--- src/strps_ram.sv ---
// Generic single-write, single-read RAM with registered read data.
module strps_ram #(
  parameter int WIDTH = 8,
  parameter int DEPTH = 16
) (
  input  logic                                 clk,
  input  logic                                 we,
  input  logic [(DEPTH > 1 ? $clog2(DEPTH) : 1)-1:0] waddr,
  input  logic [WIDTH-1:0]                     wdata,
  input  logic [(DEPTH > 1 ? $clog2(DEPTH) : 1)-1:0] raddr,
  output logic [WIDTH-1:0]                     rdata
);

  logic [WIDTH-1:0] mem [DEPTH];

  // Write port and registered read port
  always_ff @(posedge clk) begin
    if (we) begin
      mem[waddr] <= wdata;
    end
    rdata <= mem[raddr];
  end

endmodule

--- config.mk ---
export PLATFORM = sky130hd
export DESIGN_NAME = strps_ram
export DESIGN_NICKNAME = d
export VERILOG_FILES = /design/src/strps_ram.sv
export SDC_FILE = /design/constraint.sdc
export NUM_CORES = 1
export LEC_CHECK = 0
export BUFFER_PORTS_ARGS = -buffer_cell sky130_fd_sc_hd__buf_2
export CAP_MARGIN = 15
export CORE_MARGIN = 1.5
export CORE_UTILIZATION = 40
export CTS_BUF_LIST = sky130_fd_sc_hd__clkbuf_8 sky130_fd_sc_hd__clkbuf_16
export CTS_CLUSTER_SIZE = 16
export DETAILED_ROUTE_END_ITERATION = 16
export PLACE_DENSITY = 0.68
export SYNTH_ARGS = -nofsm -noshare
export SYNTH_HDL_FRONTEND = slang
export SYNTH_SLANG_ARGS = --single-unit
--- constraint.sdc ---
create_clock -name clk -period 2 [get_ports clk]
set_input_delay 0.4 -clock clk [delete_from_list [all_inputs] [get_ports clk]]
set_output_delay 0.4 -clock clk [all_outputs]
set_load 0.005 [all_outputs]
==> results.md, run 1 <==
* Synth Instances at ~230
* Crit path from: raddr[0]
* Slew HR at around 75%
* Core box area at roughly 13000 um^2
* Ant. Diodes at 0
* Layout cells sized above 1 at a little under a third
* Final HPWL DP at between 6 and 7 mm
* Crit-path cells: buf_2 > buf_12 > mux4_1 > a22oi_1 > nand2_1
* Mapped Nets at approximately 250
* RR Startpoint: mem[9][2]$_DFFE_PP_
* Register area share after synthesis at between 70 and 80%
* DIE AREA at 13600 um^2
* GR Overflow Total at 0
* Worst setup margin at roughly 0.65 ns
* Worst Min Path Start: wdata[5]
* Initial antenna violation count at 0
* Synthesis warning total at 0
* Filler cells at roughly 1000
* Vias in the first global route at 2554
* Via/cell ratio at around 5
* Worst endpoint required time at around 2.3 ns
* Final setup vio count at 0
* Effective utilization at floorplan at 41.0%
* Final nets at slightly above 300
* Num ports at 26
* Power Dens Cells at 1060 nW/um^2
* Worst R2R Path Depth at 3
* Die Span X at roughly 120 um
* CTS Hold Bufs at 0
* Max clock buf depth at 2
* Post-cts resize count at 0
* Reg-to-Reg End: rdata[2]$_DFF_P_
* Top cell type's share of synthesized area at approximately 75%
* Detailed Route WL at 9.13 mm
* Highest-count cells in the layout ignoring fill and taps: edfxtp_1, buf_2, buf_4, mux4_2, clkbuf_16
* Dpl ws at between 0.2 and 0.25 ns
* Syn Area/Cell at around 22 um^2
* Clock-pin slew of the registers on the worst-case setup and hold paths at 0.06 ns
* Arrival @ worst endpoint at approximately 1.6 ns
* Post-Syn Area at ~5000 um^2
* WL/cell at 19.4 um
* Die Y at 116 um
* Synth Register Bits at approximately 140
* Final Max Slew Viols at 0
* Routed via count at 2377
* Worst-Skew Late Latency at just over 0.4 ns
* Setup tns final at 0 ns
* Fmax at roughly 740 MHz
* Area growth, synth to finish at 20.2%
* Final hold vios at 0
* Post-CTS setup buffers at 0
* Gpl congestion at 0.718
* Largest net degree at the start of global routing at 22
* Startpoint types: primary input
* Worst-Margin Slew at 0.377 ns
* First-pass GRT wire length at 14.6 mm
* Crit Path Class: primary input to flop
* Fin Clk Skew at 0.00766 ns
* H-tree levels at 4
* Drt first pass iters at 4
* CTS tree: yes
* Root Driver: clkbuf_16
* Tcrit/Tclk final at around 67%
* Netlist cell types at 19
* Largest stage delay on the critical path at 0.58 ns
* 1st-iter DRT viols at ~220
* Outcome: complete, no violations
* Commonest non-fill, non-tap cell in the layout: edfxtp_1
* Lkg Pwr at between 2 and 2.5 nW
* Period minus WS final at ~1.3 ns
* Hold/Removal Path Class: primary input to flop
* Core Util, Final at 49.2%
* Critical Path End Type: flop
* Row count at just over 40
* VDD IR max at slightly above 600 uV
* Total GRT Usage at between 15 and 20%
* Reg2reg setup slack at 0.68 ns
* RSZ-0062 raised after global routing: no
* Crit-path slowest cell: mux4_1
* # port buffers at 25
* Max cap viols at 0
* Worst Setup EP: rdata[3]$_DFF_P_
* CTS Buf Count at 17
* Total power at around 6.6 mW
* Worst-path fanout max at 21
* DRT antenna net count at 0
* Dominant cell type by area after synthesis: edfxtp_1
* Dominant cells by area after synthesis: edfxtp_1, mux4_2, mux4_1
* Clock Sinks at between 100 and 150
* DRC at 0
-- layer usage --
metal | GRT usage (%) | vias up | part of all wire, %
met2 | 25.4 | 75 | 51
li1 | - | 1083 | -
met3 | 4.51 | 6 | 6.5
met1 | 19.5 | 1213 | 42
met4 | 5.37 | 0 | 0.82
met5 | 0 | - | 0
-- worst max-delay path: cells and delay by family --
kind	cells	cell delay (ns)
buf+inv	2	0.32
simple gates	1	0.07
mux	1	0.58
compound gates	1	0.25
-- cell type report --
cell class / count / area, um^2 / area share, %
Clock buffer: 18 / 439 / 7.10
Clock inverter: 14 / 158 / 2.55
Multi-Input combinational cell: 83 / 1060 / 17.1
Sequential cell: 136 / 4000 / 64.7
Tap cell: 172 / 215 / 3.48
Timing Repair Buffer: 47 / 315 / 5.10
-- synth_stat cells --
| library cell | number |
|---|---|
| or3b_2 | 1 |
| mux4_1 | 14 |
| buf_6 | 3 |
| clkdlybuf4s25_2 | 3 |
| nand3b_1 | 2 |
| nor2_1 | 13 |
| nor3_1 | 4 |
| mux4_2 | 18 |
| a22oi_1 | 16 |
| and2b_1 | 1 |
| nand2_1 | 9 |
| nor2b_1 | 1 |
| buf_2 | 3 |
| nand3_1 | 1 |
| dfxtp_1 | 8 |
| edfxtp_1 | 128 |
| nand2b_1 | 2 |
| and2_1 | 1 |
| buf_4 | 1 |
-- worst min path at each step --
stage	end	cells past startpoint
after floorplan	mem[0][0]$_DFFE_PP_	0
after global routing	mem[1][7]$_DFFE_PP_	1
final	mem[5][5]$_DFFE_PP_	1
after CTS	mem[1][7]$_DFFE_PP_	1
after global placement	rdata[5]$_DFF_P_	3
after detailed placement	rdata[5]$_DFF_P_	3
-- registers in the layout, indices dropped and copies added, names as in the netlist --
name / cells
mem: 128
rdata: 8
-- logic make-up (layout without fill, tap and decap cells) --
group                  count (synthesis)  in the layout  synth area share (%)
muxes                                 32             32                  15.0
buffers and inverters                 10             79                  1.68
DFF                                  136            136                  77.8
AOI/OAI and AO/OA                     16             16                  2.33
and+or+nand+nor                       35             35                  3.18
-- power by group --
group | internal, mW | switching [mW] | leakage (nW)
clock | 1.97 | 1.11 | 0.280
combinational | 0.131 | 0.155 | 0.595
sequential | 3.19 | 0.0194 | 1.22
-- per-stage QoR --
step                area (um^2)  std cells  hold slack, ns
floorplan                  5150        229           0.499
global placement           5590        438           0.657
detailed placement         5590        438           0.667
CTS                        6190        470           0.369
global route               6190        470           0.369
finish                     6190        470           0.382
Power figures use the tool's default switching activity.
==> run 2: changes to the inputs <==
- ABC_AREA: default -> 1
- clock period: 2 -> 1.2 ns (I/O delays scaled with it)
==> results.md, run 2 <==
* Total stage count of the critical path at 1 (was 5)
* Top cell type's share of synthesized area at 66.7% (was 74.7%)
* Crit-path cells: buf_2 (was buf_2 > buf_12 > mux4_1 > a22oi_1 > nand2_1)
* Crit-path slowest cell: dfxtp_1 (was mux4_1)
* Fin area at 6850 um^2 (was 6190 um^2)
* RR Startpoint: mem[9][6]$_DFFE_PP_ (was mem[9][2]$_DFFE_PP_)
* Biggest regs: mem x128, rdata x8 (unchanged)
* Final setup vio count at 0 (unchanged)
* Multi-input gate area at 1210 um^2 (was 1060 um^2)
* Reg2reg setup slack at 0.14 ns (was 0.68 ns)
* CTS tree: yes (unchanged)
* Vias in the first global route at 3830 (was 2554)
* Final nets at 616 (was 303)
* DRT antenna net count at 0 (unchanged)
* Post-synth EDFFs at 128 (unchanged)
* Post-cts resize count at 0 (unchanged)
* Most common cell in the netlist: nand2_1 (was edfxtp_1)
* Worst endpoint required time at 0.96 ns (was 2.29 ns)
* Area growth, synth to finish at 18.9% (was 20.2%)
* CTS Buf Count at 17 (unchanged)
* Synth top cells by count: nand2_1, edfxtp_1, inv_1, nand3_1, nor2_1 (was edfxtp_1, mux4_2, a22oi_1, mux4_1, nor2_1)
* Worst-path fanout max at 1 (was 21)
* Slew HR at 71.8% (was 74.9%)
* Drt first pass iters at 5 (was 4)
* Mapped Nets at 569 (was 247)
* Die Span X at 123 um (was 116 um)
* Effective utilization at floorplan at 41.2% (was 41.0%)
* Num ports at 26 (unchanged)
* Initial antenna violation count at 0 (unchanged)
* Gpl congestion at 0.828 (was 0.718)
* Crit Path Class: flop to output pin (was primary input to flop)
* CTS Hold Bufs at 0 (unchanged)
* Register area share after synthesis at 69.4% (was 77.8%)
* Largest stage delay on the critical path at 0.35 ns (was 0.58 ns)
* H-tree levels at 4 (unchanged)
* Top FF cell, synth: edfxtp_1 (unchanged)
* Clock Sinks at 136 (unchanged)
* Post-CTS setup buffers at 0 (unchanged)
* Worst-Skew Late Latency at 0.42 ns (was 0.41 ns)
* Routed via count at 3873 (was 2377)
* Hold Slack at 0.181 ns (was 0.382 ns)
* Worst hold stages at 3 (was 1)
* Max reg flops at 128 (unchanged)
* Total GRT Usage at 18.7% (was 15.4%)
* Root Driver: clkbuf_16 (unchanged)
* Outcome: complete, no violations (unchanged)
* Synthesis warning total at 0 (unchanged)
* Fraction of registers with async set/reset at 0% (unchanged)
* Largest net degree at the start of global routing at 33 (was 22)
* Netlist cell types at 12 (was 19)
* Placed cell areas at 6230 um^2 (was 5590 um^2)
* Max cap viols at 0 (unchanged)
* Filler cells at 1216 (was 1011)
* Row count at 43 (was 41)
* RSZ-0062 raised after global routing: no (unchanged)
* Fmax at roughly 870 MHz
* Syn Area/Cell at 10.5 um^2 (was 22.5 um^2)
* Worst setup margin at 0.0564 ns (was 0.653 ns)
* Final Max Slew Viols at 0 (unchanged)
* Setup tns final at 0 ns (unchanged)
* Reg-to-Reg End: rdata[6]$_DFF_P_ (was rdata[2]$_DFF_P_)
* DRC at 0 (unchanged)
* Worst-Margin Slew at 0.424 ns (was 0.377 ns)
* Largest register by flop count: mem (unchanged)
* Via/cell ratio at 4.90 (was 5.06)
* Core box area at 14000 um^2 (was 12600 um^2)
* Max clock buf depth at 2 (unchanged)
* Synth Instances at 551 (was 229)
* Fin Clk Skew at 0.00848 ns (was 0.00766 ns)
* Worst R2R Path Depth at 6 (was 3)
* Startpoint types: flop (was primary input)
* DIE AREA at 15100 um^2 (was 13600 um^2)
* WL/cell at 16.3 um (was 19.4 um)
* Placed Cells incl. Taps at 759 (was 438)
* Final hold vios at 0 (unchanged)
* First-pass GRT wire length at 20.6 mm (was 14.6 mm)
* Worst Min Path Start: raddr[3] (was wdata[5])
* Commonest non-fill, non-tap cell in the layout: nand2_1 (was edfxtp_1)
* Critical Path End Type: output pin (was flop)
* CP bufs+invs at 1 (was 2)
* Period minus WS final at ~1.1 ns
* Clock-pin slew of the registers on the worst-case setup and hold paths at 0.06 ns (about the same)
* Die Y at 123 um (was 116 um)
* 1st-iter DRT viols at 352 (was 216)
* Synth Register Bits at 136 (unchanged)
* Post-Syn Area at 5770 um^2 (was 5150 um^2)
* Lkg Pwr at 2.98 nW (was 2.10 nW)
* Arrival @ worst endpoint at 0.90 ns (was 1.63 ns)
* Hold/Removal Path Class: primary input to flop (unchanged)
* Dominant cells by area after synthesis: edfxtp_1, nand2_1, nand3_1 (was edfxtp_1, mux4_2, mux4_1)
* VDD IR max at 766 uV (was 604 uV)
* Ant. Diodes at 0 (unchanged)
* Final HPWL DP at 8.00 mm (was 6.03 mm)
* Tcrit/Tclk final at 95.3%
* # port buffers at 25 (unchanged)
* Post-Layout Cell Count at 791 (was 470)
* Worst Hold Path EP: rdata[7]$_DFF_P_ (was mem[5][5]$_DFFE_PP_)
* Reg area at 4000 um^2 (unchanged)
* GR Overflow Total at 0 (unchanged)
* Detailed Route WL at 12.9 mm (was 9.13 mm)
* Dominant cell type by area after synthesis: edfxtp_1 (unchanged)
* Layout cells sized above 1 at 13.9% (was 31.9%)
* Dpl ws at -0.128 ns (was 0.226 ns)
* Highest-count cells in the layout ignoring fill and taps: nand2_1, edfxtp_1, inv_1, nand3_1, buf_2 (was edfxtp_1, buf_2, buf_4, mux4_2, clkbuf_16)
* Power Dens Cells at 1680 nW/um^2 (was 1060 nW/um^2)
* Largest delay share family, worst path: flip-flops (was multiplexers)
run 2: cell count changes in the layout (fill, tap and decap cells not counted), moves of 14 or more:
cell     before  now
nand2_1       9  173
mux4_2       18    0
mux4_1       14    0
nand3_1       1   97
a22oi_1      16    0
inv_1         1  100
run 2: layout make-up:
cell class                      count  area share (%)
Clock buffer                       17            6.21
Clock inverter                     15            2.92
Inverter                          102            5.59
Multi-Input combinational cell    289            17.7
Sequential cell                   136            58.4
Tap cell                          180            3.29
Timing Repair Buffer               52            5.88
run 2: worst max path at each step:
stage	start	to	slack, ns
4_1_cts	rdata[7]$_DFF_P_	rdata[7]	0.04
3_3_place_gp	raddr[0]	rdata[0]$_DFF_P_	-0.12
5_1_grt	rdata[7]$_DFF_P_	rdata[7]	0.02
2_1_floorplan	waddr[3]	mem[4][0]$_DFFE_PP_	0.009
6_report	rdata[7]$_DFF_P_	rdata[7]	0.06
3_5_place_dp	raddr[0]	rdata[2]$_DFF_P_	-0.13
run 2: cell families (layout without fill, tap and decap cells):
family / count (synthesis) / in the layout / synth area share (%)
and+or+nand+nor: 289 / 289 / 21.0
buffers and inverters: 126 / 186 / 9.52
DFF: 136 / 136 / 69.4
run 2: through the flow:
step | utilization [%] | power (mW)
finish | 49.0 | 11.5
global route | 49.0 | 11.8
CTS | 49.0 | 11.5
detailed placement | 44.5 | 6.12
global placement | 44.5 | 6.10
floorplan | - | 5.81
run 2: where the power goes:
group	switching [mW]	internal, mW
combinational	0.460	0.223
sequential	0.0294	5.31
clock	1.99	3.48
total	2.48	9.01
run 2: routing by layer:
layer | vias to the layer above | GRT usage, % | wire length [um]
li1 | 1868 | - | -
met1 | 1836 | 25.7 | 5680
met2 | 143 | 28.3 | 6030
met3 | 26 | 4.34 | 832
met4 | 0 | 8.91 | 366
met5 | - | 0 | 0
